### config.mk
export PLATFORM = sky130hd
export DESIGN_NAME = bounded_lifo_stack
export DESIGN_NICKNAME = d
export VERILOG_FILES = /design/src/rtl/stk_pkg.sv /design/src/rtl/stk_obuf.sv /design/src/rtl/stk_core.sv /design/src/rtl/bounded_lifo_stack.sv
export SDC_FILE = /design/constraint.sdc
export NUM_CORES = 1
export LEC_CHECK = 0
export BUFFER_PORTS_ARGS = -buffer_cell sky130_fd_sc_hd__buf_4
export CORE_ASPECT_RATIO = 1.1
export CORE_MARGIN = 1.5
export CORE_UTILIZATION = 55
export DETAILED_ROUTE_END_ITERATION = 8
export HOLD_SLACK_MARGIN = 0.15
export PLACE_DENSITY = 0.75
export SETUP_SLACK_MARGIN = 0.2
export SYNTH_ARGS = -nofsm -noshare
export SYNTH_HDL_FRONTEND = slang
export SYNTH_SLANG_ARGS = --single-unit
### constraint.sdc
create_clock -name clk -period 4.07 [get_ports clk]
set_input_delay 0.814 -clock clk [delete_from_list [all_inputs] [get_ports clk]]
set_output_delay 0.814 -clock clk [all_outputs]
set_load 0.005 [all_outputs]
### src/rtl/stk_pkg.sv
package stk_pkg;

    localparam int DEPTH   = 16;
    localparam int CAP_MAX = 16;
    localparam int ADDR_W  = $clog2(DEPTH);
    localparam int CNT_W   = $clog2(DEPTH + 1);
    localparam int DATA_W  = 32;
    localparam int CMD_W   = 3;
    localparam int STAT_W  = 2;
    localparam int USER_W  = STAT_W + 1;

    localparam logic [CNT_W-1:0] CAP_TOP = (CAP_MAX < DEPTH) ? CNT_W'(CAP_MAX) : CNT_W'(DEPTH);
    localparam logic [CNT_W-1:0] CNT_ONE = CNT_W'(1);

    typedef enum logic [CMD_W-1:0] {
        CMD_PUSH    = 3'd0,
        CMD_POP     = 3'd1,
        CMD_DISPLAY = 3'd2,
        CMD_PEEK    = 3'd3,
        CMD_CHANGE  = 3'd4
    } cmd_t;

    typedef enum logic [STAT_W-1:0] {
        ST_OK  = 2'd0,
        ST_OVF = 2'd1,
        ST_UNF = 2'd2
    } status_t;

    typedef enum logic [1:0] {
        S_IDLE,
        S_PEEK,
        S_DISP
    } state_t;

    typedef struct packed {
        status_t                   status;
        logic                      data_valid;
        logic signed [DATA_W-1:0]  data;
        logic                      last;
    } res_t;

endpackage

### src/rtl/stk_obuf.sv
module stk_obuf
(
    input  logic                                clk,
    input  logic                                rst_n,
    input  logic                                res_valid,
    input  stk_pkg::res_t                       res,
    output logic                                res_space,
    output logic                                m_axis_tvalid,
    input  logic                                m_axis_tready,
    output logic signed [stk_pkg::DATA_W-1:0]   m_axis_tdata,   // data
    output logic [stk_pkg::USER_W-1:0]          m_axis_tuser,   // status, data_valid
    output logic                                m_axis_tlast
);

    stk_pkg::res_t slot_reg [2];
    logic          wr_ptr_reg;
    logic          wr_ptr_next;
    logic          rd_ptr_reg;
    logic          rd_ptr_next;
    logic [1:0]    fill_reg;
    logic [1:0]    fill_next;
    logic          push;
    logic          pop;
    stk_pkg::res_t head;

    assign push      = res_valid && (fill_reg != 2'd2);
    assign pop       = m_axis_tvalid && m_axis_tready;
    assign res_space = (fill_reg != 2'd2);
    assign head      = slot_reg[rd_ptr_reg];

    assign m_axis_tvalid = (fill_reg != 2'd0);
    assign m_axis_tdata  = head.data;
    assign m_axis_tuser  = {head.data_valid, head.status};
    assign m_axis_tlast  = head.last;

    always_comb
    begin
        wr_ptr_next = push ? ~wr_ptr_reg : wr_ptr_reg;
        rd_ptr_next = pop ? ~rd_ptr_reg : rd_ptr_reg;
        fill_next   = fill_reg + 2'(push) - 2'(pop);
    end

    always_ff @(posedge clk or negedge rst_n)
    begin
        if (!rst_n)
        begin
            wr_ptr_reg <= 1'b0;
            rd_ptr_reg <= 1'b0;
            fill_reg   <= 2'd0;
        end
        else
        begin
            wr_ptr_reg <= wr_ptr_next;
            rd_ptr_reg <= rd_ptr_next;
            fill_reg   <= fill_next;
        end
    end

    always_ff @(posedge clk)
    begin
        if (push)
        begin
            slot_reg[wr_ptr_reg] <= res;
        end
    end

endmodule

### src/rtl/stk_core.sv
module stk_core
(
    input  logic                                clk,
    input  logic                                rst_n,
    input  logic                                cfg_we,
    input  logic [stk_pkg::CNT_W-1:0]           cfg_wdata,
    input  logic                                s_axis_tvalid,
    output logic                                s_axis_tready,
    input  logic [stk_pkg::CMD_W-1:0]           s_axis_tuser,
    input  logic signed [stk_pkg::DATA_W-1:0]   s_axis_tdata,
    output logic                                res_valid,
    output stk_pkg::res_t                       res,
    input  logic                                res_space
);

    logic signed [stk_pkg::DATA_W-1:0] mem [stk_pkg::DEPTH];
    logic signed [stk_pkg::DATA_W-1:0] rd_data_reg;

    stk_pkg::state_t             state_reg;
    stk_pkg::state_t             state_next;
    logic [stk_pkg::CNT_W-1:0]   count_reg;
    logic [stk_pkg::CNT_W-1:0]   count_next;
    logic [stk_pkg::ADDR_W-1:0]  idx_reg;
    logic [stk_pkg::ADDR_W-1:0]  idx_next;
    logic [stk_pkg::CNT_W-1:0]   cap_reg;
    logic [stk_pkg::CNT_W-1:0]   cap_eff;
    logic [stk_pkg::CNT_W-1:0]   count_m1;
    logic                        mem_we;
    logic [stk_pkg::ADDR_W-1:0]  mem_waddr;
    logic                        mem_re;
    logic [stk_pkg::ADDR_W-1:0]  mem_raddr;
    logic                        accept;
    logic                        disp_last;
    stk_pkg::cmd_t               cmd;

    assign cap_eff   = (cap_reg > stk_pkg::CAP_TOP) ? stk_pkg::CAP_TOP : cap_reg;
    assign count_m1  = count_reg - stk_pkg::CNT_ONE;
    assign cmd       = stk_pkg::cmd_t'(s_axis_tuser);
    assign disp_last = ({1'b0, idx_reg} == count_m1);

    assign s_axis_tready = (state_reg == stk_pkg::S_IDLE) && res_space;
    assign accept        = s_axis_tvalid && s_axis_tready;

    always_comb
    begin
        state_next     = state_reg;
        count_next     = count_reg;
        idx_next       = idx_reg;
        mem_we         = 1'b0;
        mem_waddr      = count_reg[stk_pkg::ADDR_W-1:0];
        mem_re         = 1'b0;
        mem_raddr      = idx_reg;
        res_valid      = 1'b0;
        res.status     = stk_pkg::ST_OK;
        res.data_valid = 1'b0;
        res.data       = '0;
        res.last       = 1'b1;

        case (state_reg)
            stk_pkg::S_IDLE:
            begin
                if (accept)
                begin
                    case (cmd)
                        stk_pkg::CMD_PUSH:
                        begin
                            res_valid = 1'b1;
                            if (count_reg >= cap_eff)
                            begin
                                res.status = stk_pkg::ST_OVF;
                            end
                            else
                            begin
                                mem_we     = 1'b1;
                                count_next = count_reg + stk_pkg::CNT_ONE;
                            end
                        end
                        stk_pkg::CMD_POP:
                        begin
                            res_valid = 1'b1;
                            if (count_reg == '0)
                            begin
                                res.status = stk_pkg::ST_UNF;
                            end
                            else
                            begin
                                count_next = count_m1;
                            end
                        end
                        stk_pkg::CMD_DISPLAY:
                        begin
                            if (count_reg == '0)
                            begin
                                res_valid  = 1'b1;
                                res.status = stk_pkg::ST_UNF;
                            end
                            else
                            begin
                                mem_re     = 1'b1;
                                mem_raddr  = '0;
                                idx_next   = '0;
                                state_next = stk_pkg::S_DISP;
                            end
                        end
                        stk_pkg::CMD_PEEK:
                        begin
                            if (count_reg == '0)
                            begin
                                res_valid  = 1'b1;
                                res.status = stk_pkg::ST_UNF;
                            end
                            else
                            begin
                                mem_re     = 1'b1;
                                mem_raddr  = count_m1[stk_pkg::ADDR_W-1:0];
                                state_next = stk_pkg::S_PEEK;
                            end
                        end
                        stk_pkg::CMD_CHANGE:
                        begin
                            res_valid = 1'b1;
                            if (count_reg == '0)
                            begin
                                res.status = stk_pkg::ST_UNF;
                            end
                            else
                            begin
                                mem_we    = 1'b1;
                                mem_waddr = count_m1[stk_pkg::ADDR_W-1:0];
                            end
                        end
                        default:
                        begin
                            res_valid = 1'b1;
                        end
                    endcase
                end
            end
            stk_pkg::S_PEEK:
            begin
                if (res_space)
                begin
                    res_valid      = 1'b1;
                    res.data_valid = 1'b1;
                    res.data       = rd_data_reg;
                    state_next     = stk_pkg::S_IDLE;
                end
            end
            stk_pkg::S_DISP:
            begin
                if (res_space)
                begin
                    res_valid      = 1'b1;
                    res.data_valid = 1'b1;
                    res.data       = rd_data_reg;
                    res.last       = disp_last;
                    if (disp_last)
                    begin
                        state_next = stk_pkg::S_IDLE;
                    end
                    else
                    begin
                        // fetch the next entry up while this one is handed off
                        mem_re    = 1'b1;
                        mem_raddr = idx_reg + stk_pkg::ADDR_W'(1);
                        idx_next  = idx_reg + stk_pkg::ADDR_W'(1);
                    end
                end
            end
            default:
            begin
                state_next = stk_pkg::S_IDLE;
            end
        endcase
    end

    always_ff @(posedge clk or negedge rst_n)
    begin
        if (!rst_n)
        begin
            state_reg <= stk_pkg::S_IDLE;
            count_reg <= '0;
            idx_reg   <= '0;
            cap_reg   <= stk_pkg::CNT_W'(stk_pkg::CAP_MAX);
        end
        else
        begin
            state_reg <= state_next;
            count_reg <= count_next;
            idx_reg   <= idx_next;
            if (cfg_we)
            begin
                cap_reg <= cfg_wdata;
            end
        end
    end

    // entry store, one write and one registered read port
    always_ff @(posedge clk)
    begin
        if (mem_we)
        begin
            mem[mem_waddr] <= s_axis_tdata;
        end
        if (mem_re)
        begin
            rd_data_reg <= mem[mem_raddr];
        end
    end

    a_count_bound: assert property (@(posedge clk) disable iff (!rst_n)
        count_reg <= stk_pkg::CNT_W'(stk_pkg::DEPTH))
        else $error("stack count beyond depth");

    a_ready_idle: assert property (@(posedge clk) disable iff (!rst_n)
        s_axis_tready |-> (state_reg == stk_pkg::S_IDLE))
        else $error("input taken while a read is in flight");

    a_busy_nonempty: assert property (@(posedge clk) disable iff (!rst_n)
        (state_reg != stk_pkg::S_IDLE) |-> (count_reg != '0))
        else $error("read sequence on an empty stack");

    a_no_overrun: assert property (@(posedge clk) disable iff (!rst_n)
        res_valid |-> res_space)
        else $error("result issued into a full output buffer");

    a_read_then_emit: assert property (@(posedge clk) disable iff (!rst_n)
        (accept && (state_next == stk_pkg::S_PEEK)) |=> (state_reg == stk_pkg::S_PEEK))
        else $error("peek sequence lost");

endmodule

### src/rtl/bounded_lifo_stack.sv
// bounded lifo stack of signed 32-bit words, up to 16 entries
//
// input channel s_axis: tuser carries the command (push, pop, display,
// peek, change top), tdata the value for push and change
// output channel m_axis: tdata is the entry read, tuser the status and
// the data-valid flag, tlast marks the final result of a command
// configuration: cfg_we writes cfg_wdata as the capacity limit
// (reset 16, values above 16 act as 16, zero makes every push overflow)
//
// push, pop, change and unknown commands hand their result to the output
// buffer in the cycle of the transfer, one command per cycle while it has space
// peek reads the top entry into a register first, then emits it
// display emits one entry per cycle from the bottom up while the buffer has
// space, after a registered read; input is held off meanwhile
// results go through a two-entry output buffer, so a new command is
// taken while one result still waits; a stalled receiver holds off input
// only once the buffer is full
// reset empties the stack at once; no clearing pass is needed
module bounded_lifo_stack
(
    input  logic                                clk,
    input  logic                                rst_n,
    input  logic                                cfg_we,
    input  logic [stk_pkg::CNT_W-1:0]           cfg_wdata,
    input  logic                                s_axis_tvalid,
    output logic                                s_axis_tready,
    input  logic signed [stk_pkg::DATA_W-1:0]   s_axis_tdata,   // value
    input  logic [stk_pkg::CMD_W-1:0]           s_axis_tuser,   // command
    output logic                                m_axis_tvalid,
    input  logic                                m_axis_tready,
    output logic signed [stk_pkg::DATA_W-1:0]   m_axis_tdata,   // data
    output logic [stk_pkg::USER_W-1:0]          m_axis_tuser,   // status, data_valid
    output logic                                m_axis_tlast
);

    logic          res_valid;
    logic          res_space;
    stk_pkg::res_t res;

    stk_core u_core
    (
        .clk           (clk),
        .rst_n         (rst_n),
        .cfg_we        (cfg_we),
        .cfg_wdata     (cfg_wdata),
        .s_axis_tvalid (s_axis_tvalid),
        .s_axis_tready (s_axis_tready),
        .s_axis_tuser  (s_axis_tuser),
        .s_axis_tdata  (s_axis_tdata),
        .res_valid     (res_valid),
        .res           (res),
        .res_space     (res_space)
    );

    stk_obuf u_obuf
    (
        .clk           (clk),
        .rst_n         (rst_n),
        .res_valid     (res_valid),
        .res           (res),
        .res_space     (res_space),
        .m_axis_tvalid (m_axis_tvalid),
        .m_axis_tready (m_axis_tready),
        .m_axis_tdata  (m_axis_tdata),
        .m_axis_tuser  (m_axis_tuser),
        .m_axis_tlast  (m_axis_tlast)
    );

endmodule
# Yosys cells after proc, flatten, opt, wreduce, memory -nomap -nowiden
# Memories as Yosys holds them, arrays and structs flattened. A register that Yosys moved wholly into a read port is not among the register bits.
# Index checks and enable logic that the tools add are counted.
# op_classes
add_sub_neg	5
n_lt_le_gt_ge	2
eq_ne	18
n_mux	54
bitwise_logic	2
reduce_logical	16
# ops
cell	n
one-hot mux 33 bit (2 select lines)	1
2-to-1 mux 4 bit	11
2-to-1 mux 34 bit	1
2-to-1 mux 33 bit	1
one-hot mux 4 bit (2 select lines)	3
2-to-1 mux 1 bit	18
2-to-1 mux 2 bit	9
2-to-1 mux 5 bit	3
one-hot mux 5 bit (2 select lines)	1
inequality test 3 bit, second input constant	3
inequality test 2 x 1 -> 1 bit, second input constant	4
inequality test 2 bit, second input constant	4
one-hot mux 2 bit (2 select lines)	2
AND reduction 7 bit	1
equality test 3 x 2 -> 1 bit, second input constant	2
one-hot mux 1 bit (2 select lines)	3
one-hot mux 2 bit (3 select lines)	1
nonzero test 2 bit	3
adder 5 x 1 -> 5 bit, second input constant	1
equality test 4 x 5 -> 1 bit	1
greater-or-equal comparator 5 bit	1
> comparator 5 bit, second input constant	1
logical NOT 5 bit	1
AND reduction 5 bit	1
15 further kinds	20
# word_totals
regBits	20
mem_bits_rw	584
in_bits	45
out_inout_bits	38
mem_count	2
# mem_list
memory	depth	width	rd	rd_ports_with_merged_regs	write_ports	line_no	rtl
u_core.mem	16	32	1	1	1	stk_core.sv:16	logic signed [stk_pkg::DATA_W-1:0] mem [stk_pkg::DEPTH];
u_obuf.slot_reg	2	36	1	0	1	stk_obuf.sv:15	stk_pkg::res_t slot_reg [2];

# Logic depth before layout (Yosys ltp)
# depth
word_depth	9
depth_mapped	16
ltp_nobuf	11

# Cells and area by module
# Synthesis repeated with hierarchy kept, for this count alone.
# hier_totals
cells_unflattened	1583
area_unflattened_um2	25334.3
# modules_own_cells
module	n_inst	cells_each	area_per_inst_um2	seq_area_each_um2
stk_core	1	1454	22414.0	16737.3
stk_obuf	1	129	2920.3	2262.2

# Least setup slack after synthesis
# OpenSTA, ideal clock, no wires.
# synth_timing
kind	register -> register
start	reg u_core.count_reg[0] (netlist name)
end	mem u_obuf.slot_reg[0][0] (netlist name) (enable)
arrival_ns	3.595
required_time_ns	3.636
path_slack_ns	0.042
stages_incl_launch_ff	11
n_path_buf	3
period_less_slack_ns	4.028
path_cell_list	dfrtp_1 > buf_4 > inv_1 > ha_1 > buf_4 > or4b_1 > buf_2 > nand2_1 > nand2_1 > a21oi_1 > nor2b_1
# synth_via
elab_chain_cells	8
# synth_lines
element	line_no	rtl
start: declaration	stk_core.sv:21	logic [stk_pkg::CNT_W-1:0] count_reg;
start signal: assignment	stk_core.sv:189	count_reg <= count_next;
logical NOT 5 bit	stk_core.sv:92, stk_core.sv:107	
2-to-1 mux 1 bit	stk_core.sv:92, stk_core.sv:107	
2-to-1 mux 1 bit	-	
2-to-1 mux 1 bit	stk_core.sv:62	if (accept)
one-hot mux 1 bit (2 select lines)	stk_core.sv:59	case (state_reg)
logical AND 1 bit	stk_obuf.sv:26	assign push = res_valid && (fill_reg != 2'd2);
named net u_obuf.push	stk_obuf.sv:22	logic push;
2-to-1 mux 1 bit	stk_obuf.sv:61	if (push)
2-to-1 mux 1 bit (implied by the code)	stk_obuf.sv:63	slot_reg[wr_ptr_reg] <= res;
end: declaration	stk_obuf.sv:15	
# The timed path passes the listed nets, and every way through them passes these cells.

# Final worst setup path
# layout_timing
start	reg u_core.count_reg[0] (netlist name)
end	reg u_core.rd_data_reg[14] (netlist name), read port of u_core.mem, data pin
# layout_via
elab_chain_cells	5
elab_cells_between_ends	16
# layout_lines
element	line_no	rtl
subtractor 5 x 1 -> 5 bit or logical NOT 5 bit (tied branches)	stk_core.sv:37, stk_core.sv:92, stk_core.sv:107	
equality test 4 x 5 -> 1 bit (tied with other cells)	stk_core.sv:39	assign disp_last = ({1'b0, idx_reg} == count_m1);
2-to-1 mux 4 bit (tied with other cells)	stk_core.sv:157	if (disp_last)
2-to-1 mux 4 bit (tied with other cells)	stk_core.sv:151	if (res_space)
one-hot mux 4 bit (2 select lines) or one-hot mux 1 bit (2 select lines) (tied branches)	stk_core.sv:59	
end: declaration	stk_core.sv:17	logic signed [stk_pkg::DATA_W-1:0] rd_data_reg;
# Several ways; a longest one is shown, not always the timed one.
# A chain may end at the register's enable or synchronous reset.

==> flow_metrics.tcl <==
set metrics [dict create \
    outcome "finished clean" \
    place_area_um2 27780 \
    tns_ps 0 \
    p_int_mw 15.84 \
    firstDrtPassIters 5 \
    synth_cells 1661 \
    max_slew_margin_pct 33.66 \
    power_frac_comb_pct 45.0 \
    io_buffers 82 \
    syn_area_per_cell_um2 15.62 \
    ctsHtreeMaxLevel 2 \
    peakVddDrop_v 0.0007807 \
    synth_warnings 0 \
    stdcell_area_um2 29630 \
    period_share_pct 91.89 \
    drive_above_1_share_pct 20.43 \
    cts_made_buffers 58 \
    cts_tree "done" \
    yosysTopAreaCellShare_pct 71.28 \
    min_path_cells 2 \
    crit_arrival_ps 4080 \
    power_switching_mw 9.064 \
    grt_pass1_vias 14780 \
    pwr-share-clk_pct 20.0 \
    cts_max_path_buffers 3 \
    first_iter_violations 1524 \
    async_reset_ff_share_pct 3.145 \
    dieArea_um2 48500 \
    p_seq_share_pct 34.9 \
    endpoint_kind "register" \
    finalNetCount 1833 \
    r2r_cells 13 \
    sw_frac_of_total_pct 36.39 \
    largest_reg_flops 512 \
    coreArea_um2 46630 \
    ys.flop_type "edfxtp_1" \
    cts_root_buf "clkbuf_16" \
    antenna_found_initial 5 \
    cp_max_fo 42 \
    hpwl_um 30270 \
    grt.total_usage_pct 23.85 \
    synth.distinct_cells 57 \
    routabilityCongestion 0.8536 \
    start_util_pct 55.66 \
    synth_edf_count 616 \
    grt_max_degree 72 \
    clk_latency_ps 600 \
    cts.sinks 636 \
    cpLargestDelayFamily "compound AO/OA/AOI/OAI gates" \
    num_vias 14850 \
    grt.busiest_layer "met2" \
    grt_pass1_wl_um 86920 \
    row_count 83 \
    required_ps 4410 \
    post-route-util_pct 63.54 \
    synth_area_um2 25950 \
    synth_seq_cells 636 \
    min_period_ps 3740 \
    diodes 0 \
    path_class "reg -> reg" \
    syn-num-nets 1720 \
    worstMarginPinSlew_ps 992.7 \
    worstPathCellList "inv_2 > ha_2 > nor3b_4 > xnor2_2 > a41oi_4 > mux2_4 > a221o_4 > buf_12 > buf_4 > and2_1 > a211oi_1 > o32ai_1 > a221o_1" \
    drv_slew 0 \
    chipWidth_um 210.1 \
    synth_top_cell_by_area "edfxtp_1" \
    rsz0062_at_grt "no" \
    crit_buf_inv 3 \
    timing.fmax_mhz 267.4 \
    setup-violations-final 0 \
    power.leakage_nw 9.916 \
    hold_class "in -> reg" \
    clk_pin_slew_ps 60 \
    critPathSlowestCell "a221o_4" \
    p_per_area_nw_per_um2 840.6 \
    wl_um 57580 \
    hold_violations 0 \
    die_y_um 230.8 \
    slowest_delay_ps 460 \
    routedWlPerCell_um 23.83 \
    cp.depth 13 \
    met1_usage_pct 31.92 \
    ys_seq_area_share_pct 73.21 \
    use_met3_pct 3.455 \
    grt.overflow.total 0 \
    drc 0 \
    synthTopCellsByArea "edfxtp_1 71%, nand2_1 3.3%, mux2_2 3.2%" \
    skew_ps 20.55 \
    area_growth_pct 14.17 \
    vias_per_cell 6.148 \
    ant_nets 0 \
    use_met2_pct 39.94 \
    start_kind "register" \
    drv_cap 0 \
    ios 83 \
    fillers 3237 \
]
## per-layer routing
layer | vias to the layer above | part of all wire [%]
li1 | 6621 | -
met1 | 7377 | 39
met2 | 718 | 49
met3 | 138 | 8.4
met4 | 0 | 3.2
met5 | - | 0
## cells in the mapped netlist, types with 2 or more instances
cell type	number
nor2b_1	6
a221o_1	33
edfxtp_1	616
nand4_1	4
a211oi_2	26
a21o_1	3
xor2_1	3
nand2b_1	2
clkbuf_1	52
buf_2	34
and2_0	30
xnor2_2	2
dfrtp_1	19
buf_6	15
o31ai_1	6
o22a_1	2
o32ai_1	32
a22o_1	2
mux2_2	73
o21ai_0	14
and3_1	35
a31oi_1	68
mux2i_1	66
ha_1	14
nand3_1	8
nor3b_1	3
inv_1	11
a211oi_1	70
buf_4	4
and2_1	102
a22oi_1	2
a21oi_1	12
nor2_1	29
xnor2_1	11
nand2_1	228
or3_1	3
## placed cells by master, fill, tap and decap left out, types with 8 or more instances in the layout
cell type / count
edfxtp_1: 616
nand2_1: 228
buf_4: 127
and2_1: 101
mux2_2: 73
a211oi_1: 70
a31oi_1: 68
mux2i_1: 66
clkbuf_16: 59
and3_1: 35
a221o_1: 33
o32ai_1: 32
buf_12: 31
and2_0: 30
a211oi_2: 26
dfrtp_1: 19
nor2_4: 18
clkbuf_1: 16
o21ai_0: 14
clkinv_1: 14
ha_1: 13
a21oi_1: 12
clkinv_2: 12
xnor2_1: 11
inv_1: 10
nor2_1: 9
nand3_1: 8
## stage by stage
| stage | worst slack [ps] | total power [mW] | hold WS, ps | instances |
|---|---|---|---|---|
| after CTS | 211.1 | 24.89 | 435.9 | 2414 |
| after global routing | 199.4 | 26.13 | 456.4 | 2416 |
| after global placement | 207.1 | 19.37 | 493.0 | 2299 |
| after detailed placement | 77.36 | 19.73 | 498.3 | 2299 |
| final | 330.3 | 24.91 | 452.6 | 2416 |
| after floorplan | 174.2 | 16.14 | 472.6 | 1661 |
## power by group through the flow
stage	clock network, mW	logic (mW)	registers, mW
finish	4.99	11.2	8.70
global placement	0	10.6	8.79
CTS	5.05	11.1	8.69
floorplan	0	7.53	8.61
global route	5.31	12.1	8.75
detailed placement	0	10.9	8.82
## timing repair
item | in CTS | in global routing
resized for setup | 3 | 4
setup buffers | 7 | 2
hold buffers | 1 | 0
endpoints found under the setup margin | 28 | 22
pin swaps | 2 | 2
hold endpoints to repair | 19 | 0
## cells by family after synthesis
family                     synth area share, %
DFF                                      73.21
buffers and inverters                    2.353
AOI/OAI and AO/OA                        8.630
muxes                                    5.771
xor gates and xnor gates                0.7473
and+or+nand+nor                          8.615
adders and majority gates               0.6750
## final cells by class
type                    count  area (µm²)  area share, %
inverters                  11       41.29         0.1394
repair buffers            159        1584          5.346
multi-input cells         908        6544          22.09
clock buffers              75        1536          5.186
clock inverters            32       180.2         0.6081
flip-flops and latches    636       19000          64.12
well taps                 595       744.5          2.513
## final timing paths
check / start / slack, ps / end
worst min-delay path: cfg_we / 450 / u_core.cap_reg[4]
min in group asynchronous: rst_n / 670 / u_core.count_reg[0]
worst max-delay path: u_core.count_reg[0] / 330 / u_core.rd_data_reg[14]
worst min register to register: u_obuf.fill_reg[1] / 520 / u_obuf.fill_reg[1]
max in group asynchronous: rst_n / 3120 / u_core.cap_reg[4]
worst max register to register: u_core.count_reg[0] / 330 / u_core.rd_data_reg[14]
## worst reg2reg max path: stages, from the launching register on
cell and delay (ps):
dfrtp_1 430, inv_2 110, ha_2 230, nor3b_4 220, xnor2_2 130, a41oi_4 260, mux2_4 360, a221o_4 460
buf_12 220, buf_4 240, and2_1 160, a211oi_1 270, o32ai_1 140, a221o_1 270
(Power assumes the default switching activity.)
